--- src/sv/rpq_pkg.sv ---
// ----------------------------------------------------------------------------
// rpq_pkg: retro palette quantizer package
// Channel types, palette tables, mode codes and the L1 color distance.
// ----------------------------------------------------------------------------
package rpq_pkg;

  localparam int ChanW = 8;
  localparam int DistW = 10;
  localparam int IdxW  = 4;
  localparam int EgaN  = 16;
  localparam int CgaN  = 4;
  localparam int ModeW = 2;

  typedef logic [ChanW-1:0] chan_t;
  typedef logic [DistW-1:0] dist_t;
  typedef logic [IdxW-1:0]  idx_t;

  typedef struct packed {
    chan_t blue;
    chan_t green;
    chan_t red;
  } rgb_t;

  typedef enum logic [ModeW-1:0] {
    MODE_PASS = 2'd0,
    MODE_EGA  = 2'd1,
    MODE_CGA  = 2'd2
  } mode_e;

  localparam chan_t Lvl0 = 8'h00;
  localparam chan_t Lvl1 = 8'h55;
  localparam chan_t Lvl2 = 8'hAA;
  localparam chan_t Lvl3 = 8'hFF;

  function automatic rgb_t mk_rgb(chan_t r, chan_t g, chan_t b);
    rgb_t c;
    c.red   = r;
    c.green = g;
    c.blue  = b;
    return c;
  endfunction

  function automatic rgb_t ega_color(idx_t i);
    rgb_t c;
    case (i)
      4'd0:    c = mk_rgb(Lvl0, Lvl0, Lvl0);
      4'd1:    c = mk_rgb(Lvl0, Lvl0, Lvl2);
      4'd2:    c = mk_rgb(Lvl0, Lvl2, Lvl0);
      4'd3:    c = mk_rgb(Lvl0, Lvl2, Lvl2);
      4'd4:    c = mk_rgb(Lvl2, Lvl0, Lvl0);
      4'd5:    c = mk_rgb(Lvl2, Lvl0, Lvl2);
      4'd6:    c = mk_rgb(Lvl2, Lvl1, Lvl0);
      4'd7:    c = mk_rgb(Lvl2, Lvl2, Lvl2);
      4'd8:    c = mk_rgb(Lvl1, Lvl1, Lvl1);
      4'd9:    c = mk_rgb(Lvl1, Lvl1, Lvl3);
      4'd10:   c = mk_rgb(Lvl1, Lvl3, Lvl1);
      4'd11:   c = mk_rgb(Lvl1, Lvl3, Lvl3);
      4'd12:   c = mk_rgb(Lvl3, Lvl1, Lvl1);
      4'd13:   c = mk_rgb(Lvl3, Lvl1, Lvl3);
      4'd14:   c = mk_rgb(Lvl3, Lvl3, Lvl1);
      default: c = mk_rgb(Lvl3, Lvl3, Lvl3);
    endcase
    return c;
  endfunction

  function automatic rgb_t cga_color(idx_t i);
    rgb_t c;
    case (i[1:0])
      2'd0:    c = mk_rgb(Lvl0, Lvl0, Lvl0);
      2'd1:    c = mk_rgb(Lvl1, Lvl3, Lvl3);
      2'd2:    c = mk_rgb(Lvl3, Lvl1, Lvl3);
      default: c = mk_rgb(Lvl3, Lvl3, Lvl3);
    endcase
    return c;
  endfunction

  function automatic dist_t abs_diff(chan_t a, chan_t b);
    chan_t d;
    d = (a > b) ? (a - b) : (b - a);
    return {{(DistW-ChanW){1'b0}}, d};
  endfunction

  function automatic dist_t l1_dist(rgb_t a, rgb_t p);
    return abs_diff(a.red, p.red) + abs_diff(a.green, p.green) + abs_diff(a.blue, p.blue);
  endfunction

endpackage

--- src/sv/retro_palette_quantizer.sv ---
// Registers: input register, then result register around the distance and minimum tree.
// Throughput: one pixel per cycle unless m_axis stalls; sixteen EGA and four CGA distances run in parallel.
// Reset: rst_ni is asynchronous, active low; clears both valid flags and sets
// palette_mode to pass-through.
// ----------------------------------------------------------------------------
// retro_palette_quantizer
// Maps an RGB pixel to the nearest EGA or CGA palette color by L1 distance,
// lowest index on a tie, or passes it through with index zero.
// ----------------------------------------------------------------------------
module retro_palette_quantizer (
  input  logic        clk_i,
  input  logic        rst_ni,
  input  logic        cfg_we_i,
  input  logic [1:0]  cfg_wdata_i,     // palette_mode
  input  logic        s_axis_tvalid,
  output logic        s_axis_tready,
  input  logic [23:0] s_axis_tdata,    // red_in, green_in, blue_in
  output logic        m_axis_tvalid,
  input  logic        m_axis_tready,
  output logic [31:0] m_axis_tdata     // color_index, red_out, green_out, blue_out, pad
);
  import rpq_pkg::*;

  logic [ModeW-1:0] mode_q;
  logic             s1_valid_q;
  rgb_t             s1_pix_q;
  logic [ModeW-1:0] s1_mode_q;
  logic             out_valid_q;
  idx_t             out_idx_q;
  rgb_t             out_rgb_q;
  logic [ModeW-1:0] out_mode_q;

  logic out_ready;
  logic s1_ready;
  idx_t res_idx_d;
  rgb_t res_rgb_d;

  assign out_ready     = !out_valid_q || m_axis_tready;
  assign s1_ready      = !s1_valid_q || out_ready;
  assign s_axis_tready = s1_ready;

  always_ff @(posedge clk_i or negedge rst_ni) begin
    if (!rst_ni) begin
      mode_q <= MODE_PASS;
    end else if (cfg_we_i) begin
      mode_q <= cfg_wdata_i;
    end
  end

  always_ff @(posedge clk_i or negedge rst_ni) begin
    if (!rst_ni) begin
      s1_valid_q  <= 1'b0;
      out_valid_q <= 1'b0;
    end else begin
      if (s1_ready) s1_valid_q <= s_axis_tvalid;
      if (out_ready) out_valid_q <= s1_valid_q;
    end
  end

  always_ff @(posedge clk_i) begin
    if (s1_ready && s_axis_tvalid) begin
      s1_pix_q  <= s_axis_tdata;
      s1_mode_q <= mode_q;
    end
    if (out_ready && s1_valid_q) begin
      out_idx_q  <= res_idx_d;
      out_rgb_q  <= res_rgb_d;
      out_mode_q <= s1_mode_q;
    end
  end

  dist_t ed0 [EgaN];
  idx_t  ei0 [EgaN];
  dist_t ed1 [EgaN/2];
  idx_t  ei1 [EgaN/2];
  dist_t ed2 [EgaN/4];
  idx_t  ei2 [EgaN/4];
  dist_t ed3 [EgaN/8];
  idx_t  ei3 [EgaN/8];
  idx_t  ega_best;
  dist_t cd0 [CgaN];
  idx_t  ci0 [CgaN];
  dist_t cd1 [CgaN/2];
  idx_t  ci1 [CgaN/2];
  idx_t  cga_best;

  always_comb begin
    for (int k = 0; k < EgaN; k++) begin
      ei0[k] = idx_t'(k);
      ed0[k] = l1_dist(s1_pix_q, ega_color(idx_t'(k)));
    end
    for (int k = 0; k < EgaN/2; k++) begin
      if (ed0[2*k+1] < ed0[2*k]) begin
        ed1[k] = ed0[2*k+1];
        ei1[k] = ei0[2*k+1];
      end else begin
        ed1[k] = ed0[2*k];
        ei1[k] = ei0[2*k];
      end
    end
    for (int k = 0; k < EgaN/4; k++) begin
      if (ed1[2*k+1] < ed1[2*k]) begin
        ed2[k] = ed1[2*k+1];
        ei2[k] = ei1[2*k+1];
      end else begin
        ed2[k] = ed1[2*k];
        ei2[k] = ei1[2*k];
      end
    end
    for (int k = 0; k < EgaN/8; k++) begin
      if (ed2[2*k+1] < ed2[2*k]) begin
        ed3[k] = ed2[2*k+1];
        ei3[k] = ei2[2*k+1];
      end else begin
        ed3[k] = ed2[2*k];
        ei3[k] = ei2[2*k];
      end
    end
    ega_best = (ed3[1] < ed3[0]) ? ei3[1] : ei3[0];

    for (int k = 0; k < CgaN; k++) begin
      ci0[k] = idx_t'(k);
      cd0[k] = l1_dist(s1_pix_q, cga_color(idx_t'(k)));
    end
    for (int k = 0; k < CgaN/2; k++) begin
      if (cd0[2*k+1] < cd0[2*k]) begin
        cd1[k] = cd0[2*k+1];
        ci1[k] = ci0[2*k+1];
      end else begin
        cd1[k] = cd0[2*k];
        ci1[k] = ci0[2*k];
      end
    end
    cga_best = (cd1[1] < cd1[0]) ? ci1[1] : ci1[0];

    unique case (s1_mode_q)
      MODE_PASS: begin
        res_idx_d = '0;
        res_rgb_d = s1_pix_q;
      end
      MODE_EGA: begin
        res_idx_d = ega_best;
        res_rgb_d = ega_color(ega_best);
      end
      default: begin
        res_idx_d = cga_best;
        res_rgb_d = cga_color(cga_best);
      end
    endcase
  end

  assign m_axis_tvalid = out_valid_q;
  assign m_axis_tdata  = {4'b0000, out_rgb_q, out_idx_q};

  a_no_drop: assert property (@(posedge clk_i) disable iff (!rst_ni)
    s1_valid_q && !out_ready |=> s1_valid_q)
    else $error("stage one word dropped while output stalled");

  a_pass_idx: assert property (@(posedge clk_i) disable iff (!rst_ni)
    out_valid_q && out_mode_q == MODE_PASS |-> out_idx_q == '0)
    else $error("nonzero index in pass-through");

  a_cga_idx: assert property (@(posedge clk_i) disable iff (!rst_ni)
    out_valid_q && out_mode_q != MODE_PASS && out_mode_q != MODE_EGA
      |-> out_idx_q[IdxW-1:2] == '0)
    else $error("CGA index out of range");

endmodule
--- config.mk ---
export PLATFORM = sky130hd
export DESIGN_NAME = retro_palette_quantizer
export DESIGN_NICKNAME = d
export VERILOG_FILES = /design/src/sv/rpq_pkg.sv /design/src/sv/retro_palette_quantizer.sv
export SDC_FILE = /design/constraint.sdc
export NUM_CORES = 1
export LEC_CHECK = 0
export ABC_AREA = 1
export BUFFER_PORTS_ARGS = -buffer_cell sky130_fd_sc_hd__buf_2
export CAP_MARGIN = 25
export CORE_MARGIN = 5
export CORE_UTILIZATION = 65
export DETAILED_ROUTE_END_ITERATION = 7
export PLACE_DENSITY_LB_ADDON = 0.25
export SLEW_MARGIN = 20
export SYNTH_ARGS = -nofsm -noshare
export SYNTH_HDL_FRONTEND = slang
export SYNTH_SLANG_ARGS = --single-unit
--- constraint.sdc ---
create_clock -name clk_i -period 13.85 [get_ports clk_i]
set_input_delay 0 -clock clk_i [delete_from_list [all_inputs] [get_ports clk_i]]
set_output_delay 0 -clock clk_i [all_outputs]
set_load 0.01 [all_outputs]
Word-level counts from Yosys, hierarchy flattened. Memory sizes are Yosys's and may differ from the RTL's. Cells that the tools add are included.

Flip-flop bits (word level): 58. Latch bits: 0. RAM bits: 0. Bits in read-only memories: 384. Input port bits: 31. Output and inout bits: 34. Word-level logic and storage cells: 148. Memories kept: 1.

Memory list: (no name shown) (depth 16, width 24, rd ports 1, clocked after Yosys merged registers in 0, write ports 0, RTL line rpq_pkg.sv:45) `case (i)`.

Add/sub/neg operators: 46. Multipliers: 0. Divide/modulo/power cells: 0. Order comparisons: 30. Eq/ne operators: 3. Shift operators: 0. Muxes and demuxes: 49. Bitwise gates (word level): 0. Reduce and logical (&&, ||, !) cells: 8.

Operators with widths (number): < comparator 10 bit (18); 2-to-1 mux 10 bit (16); adder 9 x 8 -> 10 bit (10); 2-to-1 mux 8 bit (12); adder 8 x 8 -> 9 bit (9); one-hot mux 24 bit (3 select lines) (1); adder 10 x 8 -> 10 bit (6); greater-than comparator 8 bit (second input constant) (6); one-hot mux 24 bit (2 select lines) (1); subtractor 8 bit (first input constant) (6); subtractor 8 bit (second input constant) (6); 2-to-1 mux 4 bit (8); greater-than comparator 8 x 1 -> 1 bit (second input constant) (3); greater-than comparator 8 x 7 -> 1 bit (second input constant) (3); subtractor 1 x 8 -> 8 bit (first input constant) (3); subtractor 7 x 8 -> 8 bit (first input constant) (3); subtractor 8 x 7 -> 8 bit (second input constant) (3); 2-to-1 mux 1 bit (10); one-hot mux 4 bit (2 select lines) (1); equality test 2 x 1 -> 1 bit (second input constant) (2); logical NOT 2 bit (2); equality test 2 bit (second input constant) (1); logical AND 1 bit (2); logical NOT 1 bit (2); logical OR 1 bit (2).

Depth between registers and ports, before layout. Gate-level depths: netlist of run 1. An unclocked memory read counts as a cell.

Depth in word-level cells: 14. Mapped depth: 68. Mapped depth without buffers: 64.

Worst setup path before layout of run 1. No wires, ideal clock.

Kind: register to register. From: reg s1_pix_q[9] (netlist bit). To: reg out_rgb_q, in the netlist m_axis_tdata[13] (data pin). Library setup time: 254 ps. Arrival time: 9711 ps. Required time: 13596 ps. Slack: 3884 ps. Stages on the path, launching flop included: 59. Path buffers: 5. Period minus slack after synthesis: 9966 ps. Path through: edfxtp_1 -> inv_1 -> ha_1 -> inv_1 -> nand2_1 -> nand2_2 -> nand2_2 -> nand2_4 -> nand2_4 -> clkbuf_1 -> o21ai_0 -> fa_1 -> inv_1 -> fa_1 -> o21ai_0 -> a21oi_1 -> o21ai_0 -> a21o_1 -> [23 not listed] -> o21ai_0 -> a21oi_1 -> nand2_2 -> inv_1 -> clkbuf_1 -> o21ai_0 -> ha_1 -> a21oi_1 -> nor2_1 -> a211oi_1 -> o221a_2 -> nand3_1 -> nand2_1 -> nand2_1 -> nand2_1 -> nand2_1 -> nand2_2 -> nand2_1.

RTL lines: start, declared (RTL line retro_palette_quantizer.sv:26) `rgb_t s1_pix_q;`; start signal, assigned (RTL line retro_palette_quantizer.sv:62) `s1_pix_q <= s_axis_tdata;`; end signal, assigned (RTL line retro_palette_quantizer.sv:67) `out_rgb_q <= res_rgb_d;`; end, declared (RTL line retro_palette_quantizer.sv:30) `rgb_t out_rgb_q;`.

==> out/metrics.yaml, run 1 <==
status: "finished clean"
synth_flop_cell: "edfxtp_1"
setup_viol: 0
cp.required_ns: 13.92
hp-class: "in2reg"
drtIter0Drc: 1702
synth_edf_count: 54
crit_slowest_cell: "o21ai_0"
vias: 16482
cts_setup_buffers: 0
layout.nets: 2791
drcViolationCount: 0
stdcell_count: 2704
grt-ovfl-total: 0
avgSynthCellArea_um2: 7.00
port_buffers: 60
die_h_um: 168
drtAntennaViolNets: 0
place.gp.congestion: 1.01
root_buffer: "clkbuf_16"
grt_pass1_wl_um: 81600
dp_hpwl_um: 41500
postLayoutCoreUtil_pct: 71.1
ctsHtreeMaxLevel: 3
areaGrowthSynthToFinish_pct: 7.33
arrival_ns: 12.17
die_area_um2: 28200
end_kind: "register"
cts_tree: "built"
hp-start: "s_axis_tdata[1]"
timing.max_cap.violations: 0
grt_max_degree: 29
tightest_slew_ns: 0.968
yosysWarnings: 0
firstDrtPassIters: 6
drive_gt1_share_pct: 6.34
setup.worst_path.end: "m_axis_tdata[17]"
place_inst: 2654
critPathLaunch: "s1_pix_q[9]"
ff2ff_setup_slack_ns: 1.75
synth_cell_types: 57
synthCells: 2312
worst_setup_path_start_kind: "register"
final_common_cell: "nand2_1"
max_freq_ghz: 0.0826
synth-async-reset-ratio_pct: 6.90
die_x_um: 168
final_cell_mix: "450 x nand2_1, 348 x ha_1, 305 x inv_1, 241 x o21ai_0, 240 x a21oi_1"
final.period_utilization_pct: 87.4
grt_pass1_vias: 15826
synth-seq-area-share_pct: 10.6
rr_worst_depth: 47
r2r_end: "m_axis_tdata[17]"
fin_skew_ns: 0.00974
crit_fanout: 23
rows: 57
routed_wl_um: 52100
core_area_um2: 24500
antenna_found_initial: 0
maxSlewViolCount: 0
holdWs_ns: 0.371
path_class: "reg2reg"
critPathMaxStageDelay_ns: 0.77
cts_max_path_buffers: 2
ys_ff_latch: 58
finalHoldViolCount: 0
wl_per_cell_um: 19.3
cts_made_buffers: 9
clk_pin_slew_ns: 0.05
fillers: 2031
reg2reg_from: "s1_pix_q[9]"
cts.sinks: 58
period_needed_ns: 12.10
syn_area_um2: 16200
cts_resized: 0
start_util_pct: 66.2
fin_setup_tns_ns: 0
insertion_delay_ns: 0.34
grt_usage_pct: 35.7
ios: 65
antenna_cells: 0
rsz0062_at_grt: "no"
drt-vias-per-instance: 6.10
relSlewSlack_pct: 34.8
cells by family (layout without fill, tap and decap cells):
family | count (synthesis) | count (layout) | synth area share (%)
AND/OR/NAND/NOR | 712 | 712 | 18.7
AO/OA/AOI/OAI | 602 | 602 | 20.3
adder cells (fa/ha/maj) | 386 | 386 | 31.5
buffers and inverters | 373 | 438 | 9.02
XOR/XNOR | 174 | 174 | 9.41
flip-flops | 58 | 58 | 10.6
multiplexers | 6 | 6 | 0.394
other | 1 | 4 | 0.0232
worst max-delay path, delay by kind of cell (launching register included):
| kind | cells | cell delay, ns |
|---|---|---|
| AOI/OAI and AO/OA | 13 | 4.01 |
| and+or+nand+nor | 16 | 3.03 |
| adders and majority gates | 8 | 2.42 |
| buffers and inverters | 8 | 1.45 |
| DFF | 1 | 0.55 |
| xor gates and xnor gates | 2 | 0.37 |
flip-flops by register name, indices dropped and copies added (netlist names):
signal / cells
s1_mode_q: 2
m_axis_tvalid: 1
s1_pix_q: 24
out_idx_q: 4
s1_valid_q: 1
m_axis_tdata: 24
mode_q: 2
layer usage:
metal	wire [µm]	track usage, %	vias to the layer above
met1	21100	46.4	7521
met3	4980	5.49	192
met4	3010	17.6	0
met2	23000	58.0	862
met5	0	0	-
li1	-	-	7907
per-stage QoR:
| step | worst slack [ns] | instance area [µm²] |
|---|---|---|
| detailed placement | 2.32 | 16700 |
| global placement | 2.28 | 16700 |
| finish | 1.75 | 17400 |
| global route | 0.974 | 17400 |
| floorplan | 3.88 | 16200 |
| CTS | 2.28 | 17300 |
worst min-delay path by stage:
stage               cells after the start            end  slack, ns
floorplan                               0  m_axis_tvalid      -0.30
global placement                        1      mode_q[0]      -0.19
detailed placement                      1      mode_q[0]      -0.19
CTS                                     2   s1_pix_q[12]       0.37
global route                            2   s1_pix_q[22]       0.38
finish                                  2    s1_pix_q[1]       0.37
cell type report:
type	count	area (µm²)	share of cell area (%)
multi-input combinational	1884	13000	75.0
sequential	58	1720	9.90
inverter	321	1210	6.99
timing repair buffer	101	708	4.07
tap	324	405	2.33
clock buffer	11	243	1.40
clock inverter	5	55.1	0.317
cell usage after synthesis, types with 7 or more instances:
library cell    n  area, µm²
nand3b_1        7       52.6
a21oi_1       241       1210
buf_4           7       52.6
o21ai_1        13       65.1
o211ai_1       16        120
or2_2           9       56.3
nor2_1        111        417
xnor2_1        58        508
inv_2          10       37.5
nand2_2        21        131
nand2_4         9        101
inv_1         305       1140
o21a_1         13       97.6
clkbuf_1       39        146
xor2_1        116       1020
fa_1           37        741
nor3_1         13       65.1
a31oi_1         8       50.1
nand3_1        71        355
o21bai_1       34        255
edfxtp_1       54       1620
ha_1          348       4350
nand4_1         8       50.1
nand2_1       450       1690
o21ai_0       241       1210
a21o_1          8       60.1
timing repair:
| action | 4_1_cts | 5_1_grt |
|---|---|---|
| setup endpoints to repair | 0 | 0 |
| hold buffers | 33 | 0 |
| hold endpoints to repair | 32 | 0 |
Power of run 1 is left out: the tool's default activity adds up to more than one toggle a clock period on the data nets, which glitch-free logic cannot reach.
==> run 2, diff against run 1 <==
CORE_UTILIZATION = 40   (was 65)
==> run 2 against run 1 <==
Flip-flop and latch count did not move. Utilization fell by 27 points. Clock skew is 0.0025 ns lower. First-iteration DRC count fell by 15%. Critical path depth is the same. Routed wire length rose by 2.0%.
==> out/metrics.yaml, run 2 (synthesis gave the netlist of run 1 again) <==
status: "finished clean"
r2r_end: "m_axis_tdata[6]"
cts_resized: 0
antenna_cells: 0
grt_max_degree: 29
cp.required_ns: 13.92
end_kind: "register"
grt_pass1_vias: 14716
critPathMaxStageDelay_ns: 0.74
ctsHtreeMaxLevel: 3
layout.nets: 2796
rows: 73
hold_buffers: 33
drtIter0Drc: 1451
reg2reg_from: "s1_pix_q[9]"
die_x_um: 211
fillers: 4098
final.period_utilization_pct: 86.5
firstDrtPassIters: 6
drtAntennaViolNets: 0
grt_usage_pct: 23.2
rsz0062_at_grt: "no"
crit_fanout: 23
wl_per_cell_um: 18.3
hold_depth: 2
place.gp.congestion: 0.971
relSlewSlack_pct: 37.6
crit_top_cell: "o21ai_0"
die_area_um2: 44600
final_common_cell: "nand2_1"
drt-vias-per-instance: 5.41
dp_hpwl_um: 44500
hp-class: "in2reg"
drcViolationCount: 0
grt_pass1_wl_um: 81700
place_area_um2: 17000
max_freq_ghz: 0.0835
critPathTopFamily: "compound AO/OA/AOI/OAI gates"
drive_gt1_share_pct: 6.54
arrival_ns: 12.04
tightest_slew_ns: 0.926
path_depth: 47
cts_made_buffers: 9
setup.worst_path.end: "m_axis_tdata[6]"
core_area_um2: 39900
fin_setup_tns_ns: 0
multi_input_area_um2: 13000
timing.max_cap.violations: 0
cts.sinks: 58
root_buffer: "clkbuf_16"
grt-ovfl-total: 0
areaGrowthSynthToFinish_pct: 9.26
register_area_um2: 1720
final_cell_area_um2: 17700
cts_max_path_buffers: 2
clk_pin_slew_ns: 0.06
path_class: "reg2reg"
maxSlewViolCount: 0
period_needed_ns: 11.98
routed_wl_um: 53100
die_h_um: 211
vias: 15729
insertion_delay_ns: 0.34
worst_setup_path_start_kind: "register"
finalHoldViolCount: 0
critPathLaunch: "s1_pix_q[9]"
port_buffers: 60
fin_skew_ns: 0.00726
cts_setup_buffers: 0
crit_slowest_cell: "o21ai_0"
setup_viol: 0
rr_worst_depth: 47
start_util_pct: 40.6
ff2ff_setup_slack_ns: 1.87
holdWs_ns: 0.366
antenna_found_initial: 0
path_buf_inv: 9
cts_tree: "built"
ios: 65
final_cell_mix: "450 x nand2_1, 348 x ha_1, 305 x inv_1, 241 x o21ai_0, 240 x a21oi_1"
==> run 2: worst min path at each step <==
stage,start,end,slack [ns]
global route,s_axis_tdata[20],s1_pix_q[20],0.37
finish,s_axis_tdata[6],s1_pix_q[6],0.37
CTS,s_axis_tdata[20],s1_pix_q[20],0.36
global placement,rst_ni,mode_q[0],-0.19
floorplan,rst_ni,m_axis_tvalid,-0.30
detailed placement,rst_ni,mode_q[1],-0.19
==> run 2: area by class of cell <==
type / count / share of cell area, %
timing repair buffer: 106 / 4.21
sequential: 58 / 9.73
clock inverter: 7 / 0.580
multi-input combinational: 1884 / 73.6
clock buffer: 9 / 1.27
inverter: 321 / 6.87
tap: 525 / 3.71
==> run 2: through the flow <==
step	worst slack (ns)	cells	util, %
floorplan	3.88	2315	-
global placement	2.17	2858	42.6
detailed placement	2.04	2859	42.6
CTS	2.00	2908	44.2
global route	0.975	2910	44.3
finish	1.87	2910	44.3
==> run 2: routing by layer <==
layer | routed length, µm | GRT usage, % | part of all wire, % | up-vias
met5 | 0 | 0 | 0 | -
met4 | 1360 | 5.59 | 2.6 | 0
met3 | 2970 | 2.61 | 5.6 | 78
met2 | 24400 | 38.9 | 46 | 522
met1 | 24400 | 32.0 | 46 | 7190
li1 | - | - | - | 7939
Power of run 2 is left out for the same reason.
